--- src/rtl/core/lcs_pkg.sv ---
// ============================================================================
// lcs_pkg: shared types and constants of the lens carousel sequencer
// Beat payloads, configuration layout, status and motion codes.
// ============================================================================
package lcs_pkg;

    localparam int LENSES      = 7;
    localparam int LENS_IDX_W  = 3;
    localparam int CFG_INDEX_W = 2;
    localparam int CFG_DATA_W  = 16;
    localparam int STATUS_LSB  = 14;

    localparam logic [LENS_IDX_W-1:0] NO_LENS = 3'd7;

    // Configuration register indexes
    localparam logic [CFG_INDEX_W-1:0] CFG_SETTLE  = 2'd0;
    localparam logic [CFG_INDEX_W-1:0] CFG_TIMEOUT = 2'd1;
    localparam logic [CFG_INDEX_W-1:0] CFG_RETRY   = 2'd2;
    localparam logic [CFG_INDEX_W-1:0] CFG_PRESENT = 2'd3;

    // Reset values of the configuration registers
    localparam logic [7:0]  SETTLE_RESET  = 8'd5;
    localparam logic [15:0] TIMEOUT_RESET = 16'd30000;
    localparam logic [9:0]  RETRY_RESET   = 10'd100;

    // Process status codes
    localparam logic [1:0] ST_READY = 2'd0;
    localparam logic [1:0] ST_BUSY  = 2'd1;
    localparam logic [1:0] ST_FAULT = 2'd2;

    // Motion phase codes as reported
    localparam logic [1:0] MPH_IDLE    = 2'd0;
    localparam logic [1:0] MPH_SELECT  = 2'd1;
    localparam logic [1:0] MPH_INSERT  = 2'd2;
    localparam logic [1:0] MPH_RETRACT = 2'd3;

    // Item function codes
    localparam logic FUNC_TICK    = 1'b0;
    localparam logic FUNC_REQUEST = 1'b1;

    typedef struct packed {
        logic              func;
        logic [LENSES-1:0] request_mask;
        logic [2:0]        station;
        logic [LENSES-1:0] select_switches;
        logic [LENSES-1:0] in_switches;
        logic [LENSES-1:0] out_switches;
    } lcs_item_t;

    typedef struct packed {
        logic                  stepper_run;
        logic                  dc_run;
        logic                  dc_into_beam;
        logic [1:0]            process_status;
        logic [1:0]            motion_phase;
        logic [LENS_IDX_W-1:0] moving_lens;
        logic [LENS_IDX_W-1:0] confirmed_position;
        logic [LENSES-1:0]     applied_mask;
        logic [15:0]           status_word;
        logic [15:0]           done_count;
        logic [15:0]           failed_count;
    } lcs_result_t;

    typedef struct packed {
        logic [7:0]  settle_ticks;
        logic [15:0] timeout_ticks;
        logic [9:0]  retry_ticks;
        logic        mechanism_present;
    } lcs_cfg_t;

    // Bit of a lens mask; lens numbers at or above LENSES read as zero
    function automatic logic bit_of(input logic [LENSES-1:0] mask,
                                    input logic [LENS_IDX_W-1:0] idx);
        logic b;
        b = 1'b0;
        if (idx < LENS_IDX_W'(LENSES))
        begin
            b = mask[idx];
        end
        return b;
    endfunction

    // Pending lens nearest ahead of the station in forward travel, or NO_LENS
    function automatic logic [LENS_IDX_W-1:0] pick_lens(
        input logic [LENSES-1:0]     pending,
        input logic [LENS_IDX_W-1:0] station);
        logic [LENS_IDX_W-1:0] st;
        logic [LENS_IDX_W:0]   idx;
        logic [LENS_IDX_W-1:0] best;
        st = station;
        if (st >= LENS_IDX_W'(LENSES))
        begin
            st = st - LENS_IDX_W'(LENSES);
        end
        best = NO_LENS;
        // Walk backward so the smallest forward distance wins
        for (int k = LENSES - 1; k >= 0; k--)
        begin
            idx = {1'b0, st} + (LENS_IDX_W+1)'(k);
            if (idx >= (LENS_IDX_W+1)'(LENSES))
            begin
                idx = idx - (LENS_IDX_W+1)'(LENSES);
            end
            if (pending[idx[LENS_IDX_W-1:0]])
            begin
                best = idx[LENS_IDX_W-1:0];
            end
        end
        return best;
    endfunction

endpackage

--- src/rtl/core/lcs_if.sv ---
// ============================================================================
// lcs_if: valid/ready channels of the lens carousel sequencer
// One channel for incoming item beats, one for result beats.
// ============================================================================
interface lcs_item_if;
    import lcs_pkg::*;

    logic      valid;
    logic      ready;
    lcs_item_t data;

    modport source (output valid, output data, input ready);
    modport sink   (input valid, input data, output ready);
endinterface

interface lcs_result_if;
    import lcs_pkg::*;

    logic        valid;
    logic        ready;
    lcs_result_t data;

    modport source (output valid, output data, input ready);
    modport sink   (input valid, input data, output ready);
endinterface

--- src/rtl/core/lcs_core.sv ---
// ============================================================================
// lcs_core: carousel sequencing state and its one-beat update
// Holds the sweep state; each enabled cycle applies one item beat.
// ============================================================================
module lcs_core
(
    input  logic                clk,
    input  logic                rst_n,
    input  logic                step_en,
    input  lcs_pkg::lcs_item_t  item,
    input  lcs_pkg::lcs_cfg_t   cfg,
    output lcs_pkg::lcs_result_t result
);
    import lcs_pkg::*;

    localparam logic [2:0] PH_IDLE       = 3'd0;
    localparam logic [2:0] PH_SELECT     = 3'd1;
    localparam logic [2:0] PH_SEL_SETTLE = 3'd2;
    localparam logic [2:0] PH_DC_SETTLE  = 3'd3;
    localparam logic [2:0] PH_DC_WAIT    = 3'd4;

    localparam logic [1:0] C_UNKNOWN = 2'd0;
    localparam logic [1:0] C_IN      = 2'd1;
    localparam logic [1:0] C_OUT     = 2'd2;
    localparam logic [1:0] C_MOVING  = 2'd3;

    logic [LENSES-1:0]     wanted_reg,    wanted_next;
    logic [LENSES-1:0]     committed_reg, committed_next;
    logic [LENSES-1:0]     goal_reg,      goal_next;
    logic [1:0]            cond_reg [LENSES];
    logic [1:0]            cond_next [LENSES];
    logic [2:0]            phase_reg,     phase_next;
    logic [LENS_IDX_W-1:0] active_reg,    active_next;
    logic [15:0]           wait_reg,      wait_next;
    logic [1:0]            status_reg,    status_next;
    logic [15:0]           ok_reg,        ok_next;
    logic [15:0]           bad_reg,       bad_next;
    logic [LENS_IDX_W-1:0] confirmed_reg, confirmed_next;
    logic [9:0]            retry_reg,     retry_next;

    logic                  do_sweep;
    logic                  do_pick;
    logic                  into;
    logic                  dc_on;
    logic                  step_on;
    logic [LENS_IDX_W-1:0] a;
    logic [LENS_IDX_W-1:0] nxt;
    logic [15:0]           word;

    always_comb
    begin
        wanted_next    = wanted_reg;
        committed_next = committed_reg;
        goal_next      = goal_reg;
        cond_next      = cond_reg;
        phase_next     = phase_reg;
        active_next    = active_reg;
        wait_next      = wait_reg;
        status_next    = status_reg;
        ok_next        = ok_reg;
        bad_next       = bad_reg;
        confirmed_next = confirmed_reg;
        retry_next     = retry_reg;
        do_sweep       = 1'b0;
        do_pick        = 1'b0;
        a              = active_reg;
        into           = bit_of(goal_reg, a);
        nxt            = NO_LENS;

        if (item.func == FUNC_REQUEST)
        begin
            wanted_next = item.request_mask;
        end

        if (!cfg.mechanism_present)
        begin
            // Drop the move without counting it
            if (phase_reg != PH_IDLE && a < LENS_IDX_W'(LENSES))
            begin
                cond_next[a] = C_UNKNOWN;
            end
            phase_next  = PH_IDLE;
            active_next = NO_LENS;
            wait_next   = '0;
            status_next = ST_FAULT;
        end
        else if (item.func == FUNC_REQUEST)
        begin
            do_sweep = (phase_reg == PH_IDLE);
        end
        else
        begin
            unique case (phase_reg)
                PH_SELECT:
                begin
                    if (bit_of(item.select_switches, a))
                    begin
                        confirmed_next = a;
                        phase_next     = PH_SEL_SETTLE;
                        wait_next      = '0;
                    end
                    else if (wait_reg >= cfg.timeout_ticks)
                    begin
                        if (a < LENS_IDX_W'(LENSES))
                        begin
                            cond_next[a] = C_UNKNOWN;
                        end
                        phase_next  = PH_IDLE;
                        active_next = NO_LENS;
                        wait_next   = '0;
                        bad_next    = bad_reg + 16'd1;
                        status_next = ST_FAULT;
                        retry_next  = '0;
                    end
                    else
                    begin
                        wait_next = wait_reg + 16'd1;
                    end
                end
                PH_SEL_SETTLE, PH_DC_SETTLE:
                begin
                    wait_next = wait_reg + 16'd1;
                    if (wait_next >= {8'd0, cfg.settle_ticks})
                    begin
                        phase_next = (phase_reg == PH_SEL_SETTLE) ? PH_DC_SETTLE
                                                                  : PH_DC_WAIT;
                        wait_next  = '0;
                    end
                end
                PH_DC_WAIT:
                begin
                    if (bit_of(into ? item.in_switches : item.out_switches, a))
                    begin
                        if (a < LENS_IDX_W'(LENSES))
                        begin
                            cond_next[a]      = into ? C_IN : C_OUT;
                            committed_next[a] = into;
                        end
                        ok_next     = ok_reg + 16'd1;
                        phase_next  = PH_IDLE;
                        active_next = NO_LENS;
                        do_pick     = 1'b1;
                    end
                    else if (wait_reg >= cfg.timeout_ticks)
                    begin
                        if (a < LENS_IDX_W'(LENSES))
                        begin
                            cond_next[a] = C_UNKNOWN;
                        end
                        phase_next  = PH_IDLE;
                        active_next = NO_LENS;
                        wait_next   = '0;
                        bad_next    = bad_reg + 16'd1;
                        status_next = ST_FAULT;
                        retry_next  = '0;
                    end
                    else
                    begin
                        wait_next = wait_reg + 16'd1;
                    end
                end
                default:
                begin
                    if (status_reg == ST_FAULT)
                    begin
                        retry_next = retry_reg + 10'd1;
                        do_sweep   = (retry_next >= cfg.retry_ticks);
                    end
                    else
                    begin
                        do_sweep = (wanted_reg != committed_reg);
                    end
                end
            endcase
        end

        if (do_sweep)
        begin
            goal_next  = wanted_next;
            retry_next = '0;
            do_pick    = 1'b1;
        end

        if (do_pick)
        begin
            nxt = pick_lens(goal_next ^ committed_next, item.station);
            if (nxt == NO_LENS)
            begin
                status_next = ST_READY;
                phase_next  = PH_IDLE;
                active_next = NO_LENS;
            end
            else
            begin
                status_next    = ST_BUSY;
                active_next    = nxt;
                cond_next[nxt] = C_MOVING;
                phase_next     = PH_SELECT;
                wait_next      = '0;
            end
        end
    end

    // Result fields follow the state after this beat
    always_comb
    begin
        step_on = (phase_next == PH_SELECT) || (phase_next == PH_SEL_SETTLE);
        dc_on   = (phase_next == PH_DC_SETTLE) || (phase_next == PH_DC_WAIT);
        word    = '0;
        for (int i = 0; i < LENSES; i++)
        begin
            word[2*i +: 2] = cond_next[i];
        end
        word[STATUS_LSB +: 2] = status_next;

        result.stepper_run        = step_on;
        result.dc_run             = dc_on;
        result.dc_into_beam       = dc_on & bit_of(goal_next, active_next);
        result.process_status     = status_next;
        result.motion_phase       = step_on ? MPH_SELECT
                                  : (dc_on ? (bit_of(goal_next, active_next) ? MPH_INSERT
                                                                             : MPH_RETRACT)
                                           : MPH_IDLE);
        result.moving_lens        = active_next;
        result.confirmed_position = confirmed_reg == confirmed_next ? confirmed_reg
                                                                    : confirmed_next;
        result.applied_mask       = committed_next;
        result.status_word        = word;
        result.done_count         = ok_next;
        result.failed_count       = bad_next;
    end

    always_ff @(posedge clk or negedge rst_n)
    begin
        if (!rst_n)
        begin
            wanted_reg    <= '0;
            committed_reg <= '0;
            goal_reg      <= '0;
            for (int i = 0; i < LENSES; i++)
            begin
                cond_reg[i] <= C_UNKNOWN;
            end
            phase_reg     <= PH_IDLE;
            active_reg    <= NO_LENS;
            wait_reg      <= '0;
            status_reg    <= ST_READY;
            ok_reg        <= '0;
            bad_reg       <= '0;
            confirmed_reg <= NO_LENS;
            retry_reg     <= '0;
        end
        else if (step_en)
        begin
            wanted_reg    <= wanted_next;
            committed_reg <= committed_next;
            goal_reg      <= goal_next;
            cond_reg      <= cond_next;
            phase_reg     <= phase_next;
            active_reg    <= active_next;
            wait_reg      <= wait_next;
            status_reg    <= status_next;
            ok_reg        <= ok_next;
            bad_reg       <= bad_next;
            confirmed_reg <= confirmed_next;
            retry_reg     <= retry_next;
        end
    end

endmodule

--- src/rtl/core/lens_carousel_sequencer.sv ---
// ============================================================================
// lens_carousel_sequencer: seven-lens carousel move sequencer
// Steps a carousel and lens DC motor toward a requested in/out lens mask.
// ============================================================================
//
// Usage
//   item   : sink channel. Each beat is either a 1 ms tick (func = 0) carrying
//            the station index and the select/in/out limit switch levels, or
//            a new lens request (func = 1) carrying the desired mask.
//   result : source channel. Exactly one beat leaves per item beat, in order,
//            holding motor drive, phase, lens and status after that item.
//   cfg_*  : plain write port for settle, timeout, retry and presence
//            registers; write only while no beat is in flight.
//   Path: the input register takes the beat, then the sequencing update
//   loads the result register from it. Throughput is one beat per cycle
//   while the result receiver keeps result.ready high; the only loop is
//   the registered state update inside lcs_core.
//   Reset clears all sequencing state (status ready, no lens, all lens
//   conditions unknown) and loads the default register values.
//   When the result receiver stalls, the result register holds its beat and
//   the input register holds one more; after that item.ready drops.
//
module lens_carousel_sequencer
(
    input  logic                                clk,
    input  logic                                rst_n,
    lcs_item_if.sink                            item,
    lcs_result_if.source                        result,
    input  logic                                cfg_wr_en,
    input  logic [lcs_pkg::CFG_INDEX_W-1:0]     cfg_index,
    input  logic [lcs_pkg::CFG_DATA_W-1:0]      cfg_data
);
    import lcs_pkg::*;

    lcs_cfg_t    cfg_reg;
    logic        in_valid_reg;
    lcs_item_t   in_data_reg;
    logic        out_valid_reg;
    lcs_result_t out_data_reg;
    lcs_result_t step_result;
    logic        advance;

    // Move the held beat forward when the result register is free or drains
    assign advance    = in_valid_reg && (!out_valid_reg || result.ready);
    assign item.ready = !in_valid_reg || advance;

    assign result.valid = out_valid_reg;
    assign result.data  = out_data_reg;

    // Configuration registers
    always_ff @(posedge clk or negedge rst_n)
    begin
        if (!rst_n)
        begin
            cfg_reg.settle_ticks      <= SETTLE_RESET;
            cfg_reg.timeout_ticks     <= TIMEOUT_RESET;
            cfg_reg.retry_ticks       <= RETRY_RESET;
            cfg_reg.mechanism_present <= 1'b1;
        end
        else if (cfg_wr_en)
        begin
            unique case (cfg_index)
                CFG_SETTLE:  cfg_reg.settle_ticks      <= cfg_data[7:0];
                CFG_TIMEOUT: cfg_reg.timeout_ticks     <= cfg_data[15:0];
                CFG_RETRY:   cfg_reg.retry_ticks       <= cfg_data[9:0];
                CFG_PRESENT: cfg_reg.mechanism_present <= cfg_data[0];
                default:     cfg_reg                   <= cfg_reg;
            endcase
        end
    end

    // Input register: take a new beat whenever the slot is empty or moving on
    always_ff @(posedge clk or negedge rst_n)
    begin
        if (!rst_n)
        begin
            in_valid_reg <= 1'b0;
        end
        else if (item.ready)
        begin
            in_valid_reg <= item.valid;
        end
    end

    always_ff @(posedge clk)
    begin
        if (item.ready && item.valid)
        begin
            in_data_reg <= item.data;
        end
    end

    // Sequencing state and its update
    lcs_core u_core
    (
        .clk     (clk),
        .rst_n   (rst_n),
        .step_en (advance),
        .item    (in_data_reg),
        .cfg     (cfg_reg),
        .result  (step_result)
    );

    // Result register: hold the beat until the receiver takes it
    always_ff @(posedge clk or negedge rst_n)
    begin
        if (!rst_n)
        begin
            out_valid_reg <= 1'b0;
        end
        else if (advance)
        begin
            out_valid_reg <= 1'b1;
        end
        else if (result.ready)
        begin
            out_valid_reg <= 1'b0;
        end
    end

    always_ff @(posedge clk)
    begin
        if (advance)
        begin
            out_data_reg <= step_result;
        end
    end

endmodule

--- src/flat_wrapper.sv ---
// flat-port wrapper written by rule: the top's interface ports become plain ports
module lens_carousel_sequencer_flat import lcs_pkg::*;
  (clk, rst_n, cfg_wr_en, cfg_index, cfg_data, item_valid, item_data, item_ready, result_valid, result_data, result_ready);
  lcs_item_if item_i ();
  lcs_result_if result_i ();
  input  logic clk;
  input  logic rst_n;
  input  logic cfg_wr_en;
  input  logic [lcs_pkg::CFG_INDEX_W-1:0] cfg_index;
  input  logic [lcs_pkg::CFG_DATA_W-1:0] cfg_data;
  input wire logic [$bits(item_i.valid)-1:0] item_valid;
  input wire logic [$bits(item_i.data)-1:0] item_data;
  output wire logic [$bits(item_i.ready)-1:0] item_ready;
  output wire logic [$bits(result_i.valid)-1:0] result_valid;
  output wire logic [$bits(result_i.data)-1:0] result_data;
  input wire logic [$bits(result_i.ready)-1:0] result_ready;
  assign item_i.valid = item_valid;
  assign item_i.data = item_data;
  assign item_ready = item_i.ready;
  assign result_valid = result_i.valid;
  assign result_data = result_i.data;
  assign result_i.ready = result_ready;
  lens_carousel_sequencer u_core (.clk(clk), .rst_n(rst_n), .item(item_i), .result(result_i), .cfg_wr_en(cfg_wr_en), .cfg_index(cfg_index), .cfg_data(cfg_data));
endmodule
--- config.mk ---
export PLATFORM = sky130hd
export DESIGN_NAME = lens_carousel_sequencer_flat
export DESIGN_NICKNAME = d
export VERILOG_FILES = /design/src/rtl/core/lcs_pkg.sv /design/src/rtl/core/lcs_if.sv /design/src/rtl/core/lcs_core.sv /design/src/rtl/core/lens_carousel_sequencer.sv /design/src/flat_wrapper.sv
export SDC_FILE = /design/constraint.sdc
export NUM_CORES = 1
export LEC_CHECK = 0
export ABC_AREA = 1
export ABC_CLOCK_PERIOD_IN_PS = 12300
export BUFFER_PORTS_ARGS = -buffer_cell sky130_fd_sc_hd__buf_2
export CORE_MARGIN = 5
export CORE_UTILIZATION = 50
export DETAILED_ROUTE_END_ITERATION = 7
export GPL_TIMING_DRIVEN = 0
export PLACE_DENSITY = 0.75
export SLEW_MARGIN = 20
export SYNTH_ARGS = -nofsm -noshare
export SYNTH_HDL_FRONTEND = slang
export SYNTH_HIERARCHICAL = 1
export SYNTH_SLANG_ARGS = --single-unit
--- constraint.sdc ---
create_clock -name clk -period 12.3 [get_ports clk]
set_input_delay 0.615 -clock clk [delete_from_list [all_inputs] [get_ports clk]]
set_output_delay 0.615 -clock clk [all_outputs]
set_load 0.01 [all_outputs]
=== Word-level counts from Yosys, hierarchy flattened ===
Cells that the tools add are included.

* Add/subtract/negate cells: 18
* Order comparisons: 27
* Eq/ne operators: 19
* Muxes and demuxes: 155
* Bitwise operators: 8
* Reduce and logical (&&, ||, !) cells: 26

{| class="wikitable"
|+ Operators by type and width
! kind !! number
|-
| 16-bit two-way mux || 17
|-
| 14-bit two-way mux || 10
|-
| 3-bit two-way mux || 44
|-
| 10-bit two-way mux || 7
|-
| 7-bit two-way mux || 8
|-
| 16-bit by 1-bit adder with 16-bit output (second input constant) || 3
|-
| 16-bit case mux with 3 select lines || 1
|-
| 1-bit two-way mux || 37
|-
| 3-bit by 4-bit less-than comparator with 1-bit output (second input constant) || 9
|-
| 1-bit binary-select mux with 3-bit select || 11
|-
| 16-bit case mux with 2 select lines || 1
|-
| 10-bit case mux with 3 select lines || 1
|-
| 14-bit case mux with 2 select lines || 1
|-
| 4-bit by 3-bit greater-or-equal comparator with 1-bit output (second input constant) || 6
|-
| 3-bit subtractor (second input constant) || 8
|-
| 2-bit two-way mux || 9
|-
| 16-bit greater-or-equal comparator || 1
|-
| 16-bit by 8-bit greater-or-equal comparator with 1-bit output || 1
|-
| 14-bit AND || 1
|-
| 14-bit bitwise mux || 1
|-
| 14-bit NOT || 1
|-
| 14-bit bitwise OR || 1
|-
| 3-bit by 3-bit adder with 4-bit output (second input constant) || 3
|-
| 2-bit demux with 3-bit select || 2
|-
| 39 further kinds || 69
|}

* Register bits: 241
* Output and inout port bits: 70
* Word-level logic and storage cells: 295

=== Longest topological paths before layout ===
* Depth after elaboration: 38
* Depth in mapped cells: 44

=== Cells and area by module ===
Netlist, hierarchy kept.

{| class="wikitable"
|+ Modules (own cells, without submodules)
! module !! instances !! cells an instance !! area each (um^2) !! sequential area each (um^2)
|-
| lcs_core || 1 || 1562 || 10037.1 || 2610.0
|-
| lens_carousel_sequencer || 1 || 269 || 4576.9 || 3945.0
|}

=== Least setup slack after synthesis ===
Ideal clock, no wire load.

* Path kind: input -> register
* Start: input result_ready
* End: register u_core.u_core.wanted_reg[2]
* Setup time: 140 ps
* Arrival: 5564 ps
* Path slack: 6596 ps
* Stages on the path: 6
* Path through: inv_1 > a21oi_1 > clkinv_1 > clkbuf_1 > nand2_1 > o21ai_0

* Longest elaborated chain between the ends: 2

{| class="wikitable"
|+ RTL lines
! item !! RTL line !! text
|-
| start, declared || flat_wrapper.sv:16 || <nowiki>input wire logic [$bits(result_i.ready)-1:0] result_ready;</nowiki>
|-
| 1-bit logical OR || lens_carousel_sequencer.sv:44 || <nowiki>assign advance = in_valid_reg && (!out_valid_reg || result.ready);</nowiki>
|-
| 1-bit logical AND || lens_carousel_sequencer.sv:44 ||
|-
| via u_core.advance || lens_carousel_sequencer.sv:41 || <nowiki>logic advance;</nowiki>
|-
| end signal, assigned || lcs_core.sv:255 || <nowiki>wanted_reg <= wanted_next;</nowiki>
|-
| end, declared || lcs_core.sv:27 || <nowiki>logic [LENSES-1:0] wanted_reg, wanted_next;</nowiki>
|}

The timed path passes the listed nets, and every way through them passes these cells.
A chain may end at the register's enable or synchronous reset.

==> flow_summary.json <==
{
  "finalCriticalPeriod_ns": 5.91,
  "cp.arrival_ns": 6.22,
  "fp.dieArea_um2": 32700,
  "fin_nets": 2089,
  "cts_tree": "built",
  "reg2regPathDepth": 36,
  "first_iter_violations": 1467,
  "wire_per_inst_um": 16.9,
  "status": "completed",
  "final_cell_mix": "nand2_1 (469), inv_1 (227), nand3_1 (141)",
  "htreeDepth": 1,
  "end_kind": "register",
  "drive_gt1_frac": 0.145,
  "grt_overflow_total": 0,
  "antenna_found_initial": 0,
  "cts.sink_count": 241,
  "root_buffer": "clkbuf_16",
  "rr_startpoint": "u_core/u_core/retry_reg[0]$_DFFE_PN0P_",
  "multiInputGateArea_um2": 6800,
  "period_share": 0.481,
  "seq_area_um2": 6560,
  "largest_reg_flops": 68,
  "hold_viol": 0,
  "synth_cell_types": 57,
  "fp-row-count": 62,
  "cp-start-kind": "register",
  "cap_violations": 0,
  "die_x_um": 181,
  "synth_cells": 1831,
  "fin_tns_setup_ns": 0,
  "ioPinCount": 125,
  "core-area_um2": 28800,
  "async_reset_ff_frac": 0.585,
  "ys_warn_count": 6,
  "dp.final_hpwl_um": 30100,
  "p_leak_nw": 7.62,
  "r2r-end": "u_core/result.data[63]$_DFFE_PP_",
  "drc": 0,
  "grt_use_total": 0.242,
  "hp-class": "primary input to register",
  "syn_to_final_growth_pct": 14.4,
  "p_per_area_nw_per_um2": 225,
  "wirelength_um": 40400,
  "reg2reg_setup_slack_ns": 6.39,
  "syn_area_um2": 14600,
  "top_layer": "met4",
  "layout_commonest_cell": "nand2_1",
  "setup_violations": 0,
  "grt_pass1_wl_um": 65500,
  "cts.clk_slew.worst_paths_ns": 0.06,
  "slowest_stage": "o21ai_0",
  "crit_top_cell": "nand2_1",
  "fmax_mhz": 169,
  "dr.pass1.iters": 6,
  "rsz0062_at_grt": "no",
  "insertion_delay_ns": 0.55,
  "wl_met1_um": 17100,
  "skew_ns": 0.0223,
  "die_h_um": 181,
  "port_buffers": 123,
  "worst_slew_pin_slew_ns": 0.973,
  "required_ns": 12.61,
  "n_fill_cell": 2651,
  "met2_length_um": 18000,
  "met3WireLength_um": 3890,
  "ys.flop_type": "dfrtp_1",
  "crit_path_max_incr_delay_ns": 0.66,
  "diodes": 0,
  "dp_cells": 2342,
  "relSlewSlack": 0.347,
  "final_antenna_net_count": 0,
  "peakVddDrop_v": 0.000169,
  "crit_path_end": "u_core/result.data[63]$_DFFE_PP_",
  "via_per_inst": 5.61,
  "holdCritStartpoint": "item_data[20]",
  "fin_cells": 2393,
  "initial_core_util": 0.508,
  "path_class": "register to register",
  "syn-num-nets": 1932,
  "grt_start_max_net_pins": 98,
  "vias": 13424,
  "cts_made_buffers": 27,
  "synth-seq-area-share": 0.449,
  "syn_area_per_cell_um2": 7.98,
  "clk_path_buf_depth": 3,
  "first_global_vias": 12906,
  "synth_edf_count": 100,
  "slew_violations": 0,
  "synth-seq-cells": 241,
  "startpoint": "u_core/u_core/retry_reg[0]$_DFFE_PN0P_",
  "crit_family": "simple AND/OR/NAND/NOR gates",
  "worst-path-max-fanout": 10,
  "routabilityCongestion": 0.948,
  "path_buf_inv": 5,
  "post_cts_resize_count": 0,
  "path_depth": 36
}
cell usage after synthesis, types with 5 or more instances:
cell         n  share of area
nand2_1    469           0.12
inv_1      228          0.059
nand3_1    141          0.048
o21ai_0    135          0.046
dfrtp_1    122           0.21
nor2_1     117          0.030
edfxtp_1   100           0.21
a21oi_1     62          0.021
ha_1        46          0.039
xor2_1      42          0.025
nand4_1     39          0.017
clkbuf_1    38         0.0098
nand2_2     31          0.013
o21ai_1     23         0.0079
o211ai_1    21          0.011
dfstp_2     19          0.034
a31oi_1     17         0.0073
a32oi_1     17          0.010
nor3_1      17         0.0058
o22ai_1     13         0.0056
inv_2       12         0.0031
buf_2       11         0.0038
buf_4        8         0.0041
nand2_4      7         0.0054
nand3_2      7         0.0048
clkinv_1     6         0.0015
nand3b_1     6         0.0031
or2_2        6         0.0026
mux2i_1      5         0.0034
o2111ai_1    5         0.0030
o21a_1       5         0.0026
o32ai_1      5         0.0030
xnor2_1      5         0.0030
worst register-to-register path: cells and delay by family, from the launching register on:
kind            cells  cell delay [ns]
fa+ha+maj           1             0.31
xor+xnor            1             0.16
simple gates       25             3.30
buf+inv             5             0.51
compound gates      4             1.05
flops               1             0.37
final cells by class:
class                      instances  area share
buffer                            65      0.0197
clock buffer                      34      0.0426
clock inverter                    16     0.00906
inverter                         249      0.0564
multi-input combinational       1276       0.407
sequential                       241       0.392
tap                              384      0.0287
timing repair buffer             128      0.0446
cells by family (layout without fill, tap and decap cells):
family | after synthesis | after routing | synth area share
adder cells (fa/ha/maj) | 46 | 46 | 0.0394
AND/OR/NAND/NOR | 857 | 857 | 0.264
buffers and inverters | 314 | 492 | 0.0870
XOR/XNOR | 47 | 47 | 0.0282
flip-flops | 241 | 241 | 0.449
multiplexers | 5 | 5 | 0.00342
AO/OA/AOI/OAI | 321 | 321 | 0.129
repair_timing:
action | 4_1_cts | 5_1_grt
hold endpoints to repair | 43 | 0
buffers inserted | 0 | 0
hold buffers | 1 | 0
how the worst min path moves through the flow:
stage,endpoint,slack [ns],depth (start not counted)
after floorplan,u_core/cfg_reg[10]$_DFFE_PN0P_,0.32,0
after global placement,u_core/cfg_reg[23]$_DFFE_PN1P_,0.45,2
after detailed placement,u_core/cfg_reg[7]$_DFFE_PN1P_,0.46,2
after CTS,u_core/in_data_reg[15]$_DFFE_PP_,0.23,1
after global routing,u_core/in_data_reg[17]$_DFFE_PP_,0.24,1
final,u_core/in_data_reg[20]$_DFFE_PP_,0.25,1
routing by layer:
layer	vias to the layer above	GRT usage
met4	0	0.0835
met5	-	0
met2	620	0.383
li1	6462	-
met3	103	0.0450
met1	6239	0.338
per-stage QoR:
stage | power, W | setup slack [ns] | utilization | cell area, µm² | hold WS, ns
floorplan | 0.00243 | 6.60 | - | 14600 | 0.319
global placement | 0.00290 | 3.64 | 0.546 | 15700 | 0.453
detailed placement | 0.00295 | 6.52 | 0.550 | 15800 | 0.455
CTS | 0.00375 | 6.49 | 0.581 | 16700 | 0.235
global route | 0.00404 | 5.87 | 0.581 | 16700 | 0.235
finish | 0.00377 | 6.39 | 0.581 | 16700 | 0.252
report_power, final:
part / switching (W) / total (W) / leakage, nW / internal (W)
registers: 0.000131 / 0.00118 / 2.73 / 0.00105
clock network: 0.000336 / 0.000791 / 0.412 / 0.000455
logic: 0.00123 / 0.00180 / 4.48 / 0.000570
(Power assumes the default switching activity.)
